--- config.mk ---
export PLATFORM = sky130hd
export DESIGN_NAME = machine_mode_interrupt_unit_flat
export DESIGN_NICKNAME = d
export VERILOG_FILES = /design/src/mmiu_pkg.sv /design/src/mmiu_stream_if.sv /design/src/mmiu_csr_file.sv /design/src/machine_mode_interrupt_unit.sv /design/src/flat_wrapper.sv
export SDC_FILE = /design/constraint.sdc
export NUM_CORES = 1
export LEC_CHECK = 0
export BUFFER_PORTS_ARGS = -buffer_cell sky130_fd_sc_hd__buf_2
export CORE_ASPECT_RATIO = 0.6
export CORE_MARGIN = 2
export CORE_UTILIZATION = 55
export CTS_CLUSTER_SIZE = 40
export DETAILED_ROUTE_END_ITERATION = 8
export GPL_TIMING_DRIVEN = 0
export PLACE_DENSITY = 0.86
export SYNTH_ARGS = -nofsm -noshare
export SYNTH_HDL_FRONTEND = slang
export SYNTH_SLANG_ARGS = --single-unit
--- constraint.sdc ---
create_clock -name clk -period 9.4 [get_ports clk]
set_input_delay 0.47 -clock clk [delete_from_list [all_inputs] [get_ports clk]]
set_output_delay 0.47 -clock clk [all_outputs]
set_load 0.02 [all_outputs]
--- src/mmiu_pkg.sv ---
// Package with the types and constants shared by the machine-mode interrupt unit.
package mmiu_pkg;

	localparam int unsigned XLEN = 32;

	typedef logic [XLEN-1:0] word_t;

	typedef enum logic [1:0] {
		KIND_READ  = 2'd0,
		KIND_WRITE = 2'd1,
		KIND_CHECK = 2'd2,
		KIND_TRAP  = 2'd3
	} kind_t;

	typedef logic [2:0] sel_t;

	localparam sel_t SEL_MSTATUS = 3'd0;
	localparam sel_t SEL_MIE     = 3'd1;
	localparam sel_t SEL_MIP     = 3'd2;
	localparam sel_t SEL_MEPC    = 3'd3;
	localparam sel_t SEL_MCAUSE  = 3'd4;
	localparam sel_t SEL_MTVEC   = 3'd5;

	localparam int unsigned MSTATUS_MIE_BIT  = 3;
	localparam int unsigned MSTATUS_MPIE_BIT = 7;
	localparam int unsigned MSTATUS_MPP_LO   = 11;
	localparam int unsigned MSTATUS_MPP_HI   = 12;
	localparam int unsigned MIP_MTIP_BIT     = 7;
	localparam int unsigned MIP_MEIP_BIT     = 11;

	localparam word_t CAUSE_M_TIMER = 32'h8000_0007;
	localparam word_t CAUSE_M_EXT   = 32'h8000_000b;

	typedef struct packed {
		kind_t kind;
		sel_t  reg_select;
		word_t write_value;
		logic  timer_tick;
		logic  core_running;
		word_t exc_cause;
		word_t trap_pc;
	} item_t;

	typedef struct packed {
		word_t read_value;
		logic  irq_valid;
		word_t irq_cause;
		logic  sync_needed;
		word_t handler_address;
	} result_t;

endpackage

--- src/mmiu_stream_if.sv ---
// Valid/ready channel interface carrying one payload beat of a chosen type.
interface mmiu_stream_if #(
	parameter type T = logic
);
	logic valid;
	logic ready;
	T     data;

	modport source (output valid, output data, input ready);
	modport sink (input valid, input data, output ready);
endinterface

--- src/mmiu_csr_file.sv ---
// Machine-mode trap registers with the read, write, interrupt check and trap logic.
module mmiu_csr_file (
	input  logic             clk,
	input  logic             arst_n,
	input  logic             fire,
	input  mmiu_pkg::item_t  item,
	output mmiu_pkg::result_t res
);
	import mmiu_pkg::*;

	word_t status_q, enable_q, pending_q, epc_q, cause_q, vector_q;
	word_t status_d, enable_d, pending_d, epc_d, cause_d, vector_d;
	word_t pend_tick;
	word_t active;

	always_comb begin
		status_d  = status_q;
		enable_d  = enable_q;
		pending_d = pending_q;
		epc_d     = epc_q;
		cause_d   = cause_q;
		vector_d  = vector_q;
		res       = '0;

		// Pending bits as they stand once a timer tick has been folded in.
		pend_tick = pending_q;
		if (item.core_running && item.timer_tick) begin
			pend_tick[MIP_MTIP_BIT] = 1'b1;
		end
		active = pend_tick & enable_q;

		case (item.kind)
			KIND_READ: begin
				case (item.reg_select)
					SEL_MSTATUS: res.read_value = status_q;
					SEL_MIE:     res.read_value = enable_q;
					SEL_MIP:     res.read_value = pending_q;
					SEL_MEPC:    res.read_value = epc_q;
					SEL_MCAUSE:  res.read_value = cause_q;
					SEL_MTVEC:   res.read_value = vector_q;
					default:     res.read_value = '0;
				endcase
			end
			KIND_WRITE: begin
				case (item.reg_select)
					SEL_MSTATUS: status_d  = item.write_value;
					SEL_MIE:     enable_d  = item.write_value;
					SEL_MIP:     pending_d = item.write_value;
					SEL_MEPC:    epc_d     = item.write_value;
					SEL_MCAUSE:  cause_d   = item.write_value;
					SEL_MTVEC:   vector_d  = item.write_value;
					default:     ;
				endcase
			end
			KIND_CHECK: begin
				if (item.core_running) begin
					pending_d       = pend_tick;
					res.sync_needed = item.timer_tick;
					if (status_q[MSTATUS_MIE_BIT]) begin
						if (active[MIP_MTIP_BIT]) begin
							res.irq_valid   = 1'b1;
							res.irq_cause   = CAUSE_M_TIMER;
							res.sync_needed = 1'b1;
						end else if (active[MIP_MEIP_BIT]) begin
							res.irq_valid   = 1'b1;
							res.irq_cause   = CAUSE_M_EXT;
							res.sync_needed = 1'b1;
						end
					end
				end
			end
			KIND_TRAP: begin
				if (item.exc_cause == CAUSE_M_TIMER) begin
					pending_d[MIP_MTIP_BIT] = 1'b0;
				end else if (item.exc_cause == CAUSE_M_EXT) begin
					pending_d[MIP_MEIP_BIT] = 1'b0;
				end
				epc_d   = item.trap_pc;
				cause_d = item.exc_cause;
				status_d[MSTATUS_MPIE_BIT] = status_q[MSTATUS_MIE_BIT];
				status_d[MSTATUS_MIE_BIT]  = 1'b0;
				status_d[MSTATUS_MPP_HI:MSTATUS_MPP_LO] = 2'b11;
				res.handler_address = vector_q;
			end
			default: ;
		endcase
	end

	always_ff @(posedge clk or negedge arst_n) begin
		if (!arst_n) begin
			status_q  <= '0;
			enable_q  <= '0;
			pending_q <= '0;
			epc_q     <= '0;
			cause_q   <= '0;
			vector_q  <= '0;
		end else if (fire) begin
			status_q  <= status_d;
			enable_q  <= enable_d;
			pending_q <= pending_d;
			epc_q     <= epc_d;
			cause_q   <= cause_d;
			vector_q  <= vector_d;
		end
	end

endmodule

--- src/machine_mode_interrupt_unit.sv ---
// Top level of the machine-mode interrupt unit: input stage, trap registers, result stage.
//
// Usage: each beat on req carries one operation on the machine-mode trap
// registers (mstatus, mie, mip, mepc, mcause, mtvec): a register read, a
// register write, an interrupt check or a trap entry. Exactly one beat leaves
// on rsp for every beat taken on req, in the same order.
// Path: a request beat is registered in the input stage, processed by the trap
// register logic as it leaves that stage and lands in the result register,
// which drives rsp.valid and rsp.data.
// Throughput: one beat per cycle. The only limit is the result register: the
// input stage advances whenever the result register is empty or is being
// drained in the same cycle.
// Stalls: when the receiver holds rsp.ready low, the result stays put and the
// input stage holds one more beat; req.ready then drops until rsp drains.
// Register state changes only as a beat moves from the input stage into the
// result register, so stalling never duplicates or loses an update.
// Reset: arst_n clears the valid flags of both stages and all six trap registers to zero.
module machine_mode_interrupt_unit (
	input  logic          clk,
	input  logic          arst_n,
	mmiu_stream_if.sink   req,
	mmiu_stream_if.source rsp
);
	import mmiu_pkg::*;

	logic    valid_s1;
	item_t   item_s1;
	logic    valid_s2;
	result_t res_s2;
	result_t res_comb;
	logic    advance;

	// The input stage moves forward when the result register can take its beat.
	assign advance   = valid_s1 && (!valid_s2 || rsp.ready);
	assign req.ready = !valid_s1 || advance;

	always_ff @(posedge clk or negedge arst_n) begin
		if (!arst_n) begin
			valid_s1 <= 1'b0;
		end else if (req.ready) begin
			valid_s1 <= req.valid;
		end
	end

	// Payload stage needs no reset; it is qualified by valid_s1.
	always_ff @(posedge clk) begin
		if (req.ready && req.valid) begin
			item_s1 <= req.data;
		end
	end

	// The trap registers commit the beat in the same cycle that its result is captured.
	mmiu_csr_file u_csr_file (
		.clk    (clk),
		.arst_n (arst_n),
		.fire   (advance),
		.item   (item_s1),
		.res    (res_comb)
	);

	always_ff @(posedge clk or negedge arst_n) begin
		if (!arst_n) begin
			valid_s2 <= 1'b0;
		end else if (advance) begin
			valid_s2 <= 1'b1;
		end else if (rsp.ready) begin
			valid_s2 <= 1'b0;
		end
	end

	always_ff @(posedge clk) begin
		if (advance) begin
			res_s2 <= res_comb;
		end
	end

	assign rsp.valid = valid_s2;
	assign rsp.data  = res_s2;

endmodule

--- src/flat_wrapper.sv ---
// flat-port wrapper written by rule: the top's interface ports become plain ports
module machine_mode_interrupt_unit_flat import mmiu_pkg::*;
  (clk, arst_n, req_valid, req_data, req_ready, rsp_valid, rsp_data, rsp_ready);
  mmiu_stream_if #(.T(item_t)) req_i ();
  mmiu_stream_if #(.T(result_t)) rsp_i ();
  input  logic clk;
  input  logic arst_n;
  input wire logic [$bits(req_i.valid)-1:0] req_valid;
  input wire logic [$bits(req_i.data)-1:0] req_data;
  output wire logic [$bits(req_i.ready)-1:0] req_ready;
  output wire logic [$bits(rsp_i.valid)-1:0] rsp_valid;
  output wire logic [$bits(rsp_i.data)-1:0] rsp_data;
  input wire logic [$bits(rsp_i.ready)-1:0] rsp_ready;
  assign req_i.valid = req_valid;
  assign req_i.data = req_data;
  assign req_ready = req_i.ready;
  assign rsp_valid = rsp_i.valid;
  assign rsp_data = rsp_i.data;
  assign rsp_i.ready = rsp_ready;
  machine_mode_interrupt_unit u_core (.clk(clk), .arst_n(arst_n), .req(req_i), .rsp(rsp_i));
endmodule
==> results.py, run 1 <==
metrics = {
    "grt": {
        "grt_max_degree": 110,
        "antenna_found_initial": 0,
        "grt_usage_pct": 30.9,
        "gr-total-overflow": 0,
        "grt_pass1_vias": 10800,
        "grt_pass1_wl_mm": 66.8,
    },
    "critical_path": {
        "slowest_delay_ns": 0.62,
        "path_buf_inv": 4,
        "arrival_ns": 3.09,
        "cp-end-kind": "flip-flop",
        "crit_top_cell": "buf_4",
        "start_kind": "flip-flop",
        "crit_type": "flip-flop to flip-flop",
        "cp_slowest_cell": "clkbuf_1",
        "worstPathCellList": "buf_4 > buf_2 > buf_4 > clkbuf_1 > a21oi_1 > o21a_1",
        "crit_family": "buffers and inverters",
        "cp_max_fo": 10,
        "crit_required_ns": 9.72,
    },
    "clocking": {
        "post_cts_buffers": 0,
        "cts_num_sinks": 365,
        "clk_latency_ns": 0.59,
        "cts_buffer_depth": 3,
        "clock-root-buffer": "clkbuf_16",
        "cts_buffers": 31,
        "cts_max_level": 1,
        "cts_tree": "done",
        "clk_pin_slew_ns": 0.07,
    },
    "timing": {
        "worst_clock_skew_ns": 0.0105,
        "period_needed_ns": 2.77,
        "setup_slack_ns": 6.63,
        "setup_tns_ns": 0,
        "slew_headroom_pct": 23.5,
        "tightestPinTransition_ns": 1.14,
        "timing.fmax_ghz": 0.361,
        "drv_slew": 0,
        "hold_viol_final": 0,
        "whs_ns": 0.0539,
        "finalSetupViolations": 0,
        "rsz0062_at_grt": "no",
        "min_period_over_period_pct": 29.5,
    },
    "placement": {
        "numPortBuffers": 179,
        "detailedPlace.worstSlack_ns": 6.79,
        "placedCellCount": 1706,
        "place.gp.congestion": 0.959,
        "place_area_um2": 16900,
        "dpl.hpwl_mm": 30.9,
    },
    "finish": {
        "final_area_um2": 17800,
        "final_common_cell": "buf_2",
        "final_cell_mix": "buf_2 (206), dfrtp_1 (194), edfxtp_1 (171), mux2_2 (122), a21oi_1 (87)",
        "fin_nets": 1480,
        "final-instance-count-excl-fill": 1767,
        "nFillCells": 2029,
        "drive_gt1_share_pct": 31.8,
        "syn_to_final_growth_pct": 16.0,
    },
    "die": {
        "start_util_pct": 55.9,
        "die-width_um": 220,
        "die_h_um": 134,
        "io_pins": 207,
        "core_area_um2": 27500,
        "row_count": 47,
        "die-area_um2": 29400,
    },
    "power_and_ir_drop": {
        "p_per_area_nw_per_um2": 216,
        "leakagePower_nw": 7.74,
        "peakVddDrop_mv": 0.160,
    },
    "drt": {
        "route.detailed.wl_per_inst_um": 25.5,
        "firstDrtPassIters": 6,
        "drtIter0Drc": 1623,
        "post_drt_via_cell_ratio": 6.16,
        "drt-total-wl_mm": 45.1,
        "route.detailed.drc": 0,
        "vias": 10900,
        "drtAntennaViolNets": 0,
    },
    "yosys": {
        "async_reset_ff_share_pct": 53.2,
        "synth_cell_type_count": 53,
        "ys_seq_elements": 365,
        "synth_edf_count": 171,
        "ys.warnings.count": 0,
        "syn_inst": 1132,
        "seq_area_frac_synth_pct": 64.9,
        "avgSynthCellArea_um2": 13.6,
        "syn_area_um2": 15400,
        "synth_ff_type": "dfrtp_1",
    },
    "job": {
        "cap_violations": 0,
    },
    "status": {
        "status": "finished, final reports clean",
    },
    "worst_hold_path": {
        "hold_path_class": "primary input to flip-flop",
    },
}
registers in the layout, summed over array words and instances (netlist names):
signal,flops
u_core.u_csr_file.enable_q,32
u_core.u_csr_file.vector_q,32
u_core.u_csr_file.pending_q,32
u_core.valid_s1,1
u_core.u_csr_file.epc_q,32
u_core.u_csr_file.cause_q,32
u_core.rsp.data,68
u_core.u_csr_file.status_q,32
u_core.rsp.valid,1
u_core.item_s1,103
repair_timing:
item                                   CTS  global route
hold buffers                             1             0
endpoints found under the hold margin   85             0
gates resized for setup                  0             0
cell usage after synthesis (9+ instances only):
cell type	count	area share, %
and3_1	32	1.3
clkbuf_1	27	0.66
mux2_2	122	8.9
nor2_1	29	0.71
nor2b_1	37	1.5
dfrtp_1	194	32
or2_2	9	0.37
a22oi_1	28	1.4
buf_4	41	2.0
buf_2	28	0.91
edfxtp_1	171	33
nand2_1	85	2.1
o21ai_0	68	2.2
mux2i_1	32	2.1
a21oi_1	87	2.8
o22a_1	9	0.51
mux2_1	26	1.9
o21a_1	13	0.63
path summary, 6_finish.rpt:
check                                       startpoint                         endpoint  slack [ns]  depth (start not counted)
max in group asynchronous                       arst_n      u_core.u_csr_file.epc_q[19]        7.92                          3
max reg2reg                         u_core.item_s1[98]              u_core.rsp.data[68]        6.63                          6
min in group asynchronous                       arst_n  u_core.u_csr_file.pending_q[26]        0.48                          2
min                                       req_data[93]               u_core.item_s1[93]        0.05                          1
max                                 u_core.item_s1[98]              u_core.rsp.data[68]        6.63                          6
min reg2reg                u_core.u_csr_file.epc_q[16]      u_core.u_csr_file.epc_q[16]        0.48                          2
stage by stage:
| step | total power [W] | utilization (%) |
|---|---|---|
| after floorplan | 0.00243 | - |
| after global placement | 0.00261 | 61.2 |
| after detailed placement | 0.00265 | 61.4 |
| after CTS | 0.00383 | 64.8 |
| after global routing | 0.00398 | 64.8 |
| final | 0.00385 | 64.8 |
layer usage:
| layer | global-route usage, % | routed length [um] | share of wire, % | up-vias |
|---|---|---|---|---|
| met3 | 10.6 | 5830 | 13 | 114 |
| met5 | 0 | 0 | 0 | - |
| met2 | 43.1 | 19200 | 42 | 790 |
| met1 | 46.0 | 18800 | 42 | 5417 |
| li1 | - | - | - | 4572 |
| met4 | 9.02 | 1320 | 2.9 | 0 |
layout make-up:
type	instances	area, um2	area share (%)
Tap cell	367	459	2.57
Multi-Input combinational cell	682	4840	27.1
Inverter	5	21.3	0.119
Antenna cell	2	5.00	0.0280
Sequential cell	365	9990	56.0
Clock buffer	44	845	4.73
Timing Repair Buffer	182	971	5.44
Clock inverter	14	77.6	0.435
Buffer	106	639	3.58
power by group:
part           switching [W]  internal [W]  total (W)
Combinational       0.000313      0.000245   0.000559
Sequential          0.000158       0.00193    0.00208
Clock               0.000582      0.000626    0.00121
kinds of logic (layout without fill, tap and decap cells):
logic type,count (synthesis),count (layout),share of synthesized area [%]
compound gates,240,240,9.46
flops,365,365,64.9
simple gates,233,233,8.09
other cells,1,29,0.0244
buf+inv,111,351,4.28
mux,182,182,13.2
Note: power is estimated with default switching activity, not from simulation.
==> run 2, diff against run 1 <==
- ABC_AREA: unset -> 1
- CORE_UTILIZATION: 55 -> 52
- PLACE_DENSITY: 0.86 -> 0.85
- clock period: 9.4 -> 2.25 ns (I/O delays scaled with it)
==> run 2 against run 1 <==
Non-clock buffer count increased by 104. Routed wire length increased by 2.6%. Worst hold slack improved by 0.075 ns. Maximum frequency increased by 31%. Power increased to 4.8 times the previous value. Synthesized cell count increased by 34%. Flip-flop and latch count unchanged. Sequential power increased to 4.3 times the previous value. Worst setup slack got worse by 6.5 ns. Critical path type unchanged. Critical endpoint is now u_core.u_csr_file.enable_q[28]. Largest cell class unchanged.
==> results.py, run 2 <==
metrics = {
    "status": {
        "status": "finished, final reports clean",
    },
    "timing": {
        "slew_headroom_pct": 53.9,
        "timing.fmax_ghz": 0.471,
        "period_needed_ns": 2.12,
        "worst_clock_skew_ns": 0.0199,
        "min_period_over_period_pct": 94.3,
        "drv_slew": 0,
        "hold_viol_final": 0,
        "rsz0062_at_grt": "no",
        "tightestPinTransition_ns": 0.692,
        "finalSetupViolations": 0,
    },
    "drt": {
        "highest_layer": "met4",
        "drtAntennaViolNets": 0,
        "route.detailed.drc": 0,
        "wl_met3_mm": 6.91,
        "vias": 12400,
        "met2WireLength_mm": 19.8,
        "drt-total-wl_mm": 46.2,
        "post_drt_via_cell_ratio": 5.43,
        "wl_met1_mm": 18.7,
        "route.detailed.wl_per_inst_um": 20.3,
        "firstDrtPassIters": 8,
        "drtIter0Drc": 1782,
    },
    "placement": {
        "numPortBuffers": 179,
        "place_area_um2": 16700,
        "place.gp.congestion": 0.957,
        "dpl.hpwl_mm": 31.2,
    },
    "power_and_ir_drop": {
        "switchingPower_w": 0.00557,
        "finalPower_w": 0.0185,
        "internal_power_w": 0.0130,
        "leakagePower_nw": 8.82,
        "peakVddDrop_mv": 0.752,
        "combinationalPowerShare_pct": 18.9,
        "switching_share_pct": 30.1,
        "p_clk_share_pct": 32.4,
        "p_per_area_nw_per_um2": 979,
        "p_seq_share_pct": 48.8,
    },
    "clocking": {
        "cts_max_level": 2,
        "cts_buffer_depth": 3,
        "cts_num_sinks": 365,
        "clk_latency_ns": 0.54,
        "clk_pin_slew_ns": 0.07,
        "cts_tree": "done",
        "cts_buffers": 35,
        "post_cts_buffers": 0,
        "clock-root-buffer": "clkbuf_16",
    },
    "yosys": {
        "ys_seq_elements": 365,
        "synth_area_leaders": "edfxtp_1 (34%), dfrtp_1 (32%), nand2_1 (8.9%), inv_1 (4.4%), nor2_1 (4.0%)",
        "synth_ff_type": "dfrtp_1",
        "synth_cell_type_count": 28,
        "syn_area_um2": 15100,
        "async_reset_ff_share_pct": 53.2,
        "synth_edf_count": 171,
        "ys_top_cells_by_count": "nand2_1 (357), dfrtp_1 (194), inv_1 (176), edfxtp_1 (171), nor2_1 (162)",
        "synthMostInstantiatedCell": "nand2_1",
        "synth_top_area_cell": "edfxtp_1",
        "ys.warnings.count": 0,
        "seq_area_frac_synth_pct": 66.2,
        "synth_top_cell_area_share_pct": 34.0,
        "avgSynthCellArea_um2": 9.92,
        "syn_inst": 1521,
    },
    "critical_path": {
        "worstPathCellList": "nand2_1 > nand2_1 > bufinv_16 > nand3_2 > buf_2 > nand2_1 > o21ai_1",
        "start_kind": "flip-flop",
        "crit_family": "buffers and inverters",
        "path_buf_inv": 2,
        "cp_slowest_cell": "bufinv_16",
        "arrival_ns": 2.53,
        "regToRegSetupSlack_ns": 0.13,
        "cp-end-kind": "flip-flop",
        "cp_max_fo": 72,
        "reg2reg_from": "u_core.rsp.valid",
        "startpoint": "u_core.rsp.valid",
        "crit_required_ns": 2.66,
        "crit_type": "flip-flop to flip-flop",
        "crit_top_cell": "nand2_1",
        "slowest_delay_ns": 0.46,
    },
    "worst_hold_path": {
        "hold_path_class": "primary input to asynchronous set/reset pin",
    },
    "grt": {
        "gr-total-overflow": 0,
        "antenna_found_initial": 1,
        "grt_pass1_vias": 11900,
        "grt_usage_pct": 30.6,
        "grt_max_degree": 117,
        "grt_pass1_wl_mm": 69.3,
    },
    "finish": {
        "final_cell_mix": "nand2_1 (356), buf_2 (218), dfrtp_1 (193), inv_1 (175), edfxtp_1 (171)",
        "fin_nets": 1981,
        "final_common_cell": "nand2_1",
        "multiInputGateArea_um2": 3960,
        "ff_latch_area_um2": 9990,
        "largest_register_ffs": 103,
        "syn_to_final_growth_pct": 25.4,
        "final_area_um2": 18900,
        "top_register": "u_core.item_s1",
        "final_util_pct": 66.1,
        "drive_gt1_share_pct": 17.4,
        "nFillCells": 2054,
    },
    "die": {
        "row_count": 48,
        "die-area_um2": 30400,
        "die_h_um": 136,
        "die-width_um": 224,
        "core_area_um2": 28600,
        "io_pins": 207,
        "start_util_pct": 52.7,
    },
    "job": {
        "cap_violations": 0,
    },
}
## run 2: per-layer routing
metal,up-vias,GRT usage (%)
li1,5600,-
met1,5863,43.4
met2,819,44.8
met3,73,12.3
met4,0,6.33
met5,-,0
## run 2: what timing repair did
item                                    4_1_cts  5_1_grt
hold endpoints to repair                    183        0
resized for setup                             3        4
endpoints found under the setup margin      122       36
hold buffers                                108        0
## run 2: worst reg2reg max path, delay by kind of cell (launching register included)
| kind | cells | cell delay, ns |
|---|---|---|
| and+or+nand+nor | 4 | 0.72 |
| AOI/OAI and AO/OA | 1 | 0.07 |
| DFF | 1 | 0.44 |
| buffers and inverters | 2 | 0.76 |
## run 2: cells by family (layout without fill, tap and decap cells)
kind of cell / Yosys count / in the layout / synth area share [%]
buf+inv: 284 / 638 / 8.37
compound gates: 326 / 326 / 11.3
simple gates: 544 / 544 / 14.0
flops: 365 / 365 / 66.2
mux: 1 / 1 / 0.0746
other cells: 1 / 28 / 0.0248
## run 2: worst paths after layout
path                            depth (start not counted)                        endpoint
worst max-delay path                                    7  u_core.u_csr_file.enable_q[28]
worst min-delay path                                    2                 u_core.valid_s1
worst max register to register                          7  u_core.u_csr_file.enable_q[28]
worst min register to register                          2  u_core.u_csr_file.status_q[27]
max in group asynchronous                               3     u_core.u_csr_file.epc_q[11]
min in group clk                                        2              u_core.item_s1[91]
## run 2: power groups by stage
stage                     logic (W)  registers [W]  clock network (W)
after floorplan             0.00179        0.00917                  0
after global placement      0.00301        0.00906                  0
after detailed placement    0.00316        0.00912                  0
after CTS                   0.00334        0.00900            0.00598
after global routing        0.00380        0.00915            0.00631
final                       0.00349        0.00904            0.00600
## run 2: metrics by stage
step                hold slack [ns]  TNS [ns]  setup slack (ns)  cells
floorplan                    -0.183    -32.20            -0.313   1547
global placement              0.290   -461.41             -2.29   2101
detailed placement            0.133    -11.97            -0.238   2104
CTS                           0.167         0            0.0556   2276
global route                  0.196         0            0.0412   2277
finish                        0.129         0             0.128   2277
## run 2: area by class of cell
cell class / count / area share (%)
diodes: 1 / 0.0132
plain buffers: 102 / 3.07
clock buffers: 54 / 5.63
clock inverters: 10 / 0.502
inverters: 182 / 3.77
multi-input cells: 898 / 20.9
flip-flops and latches: 365 / 52.8
well taps: 375 / 2.48
repair buffers: 290 / 10.9
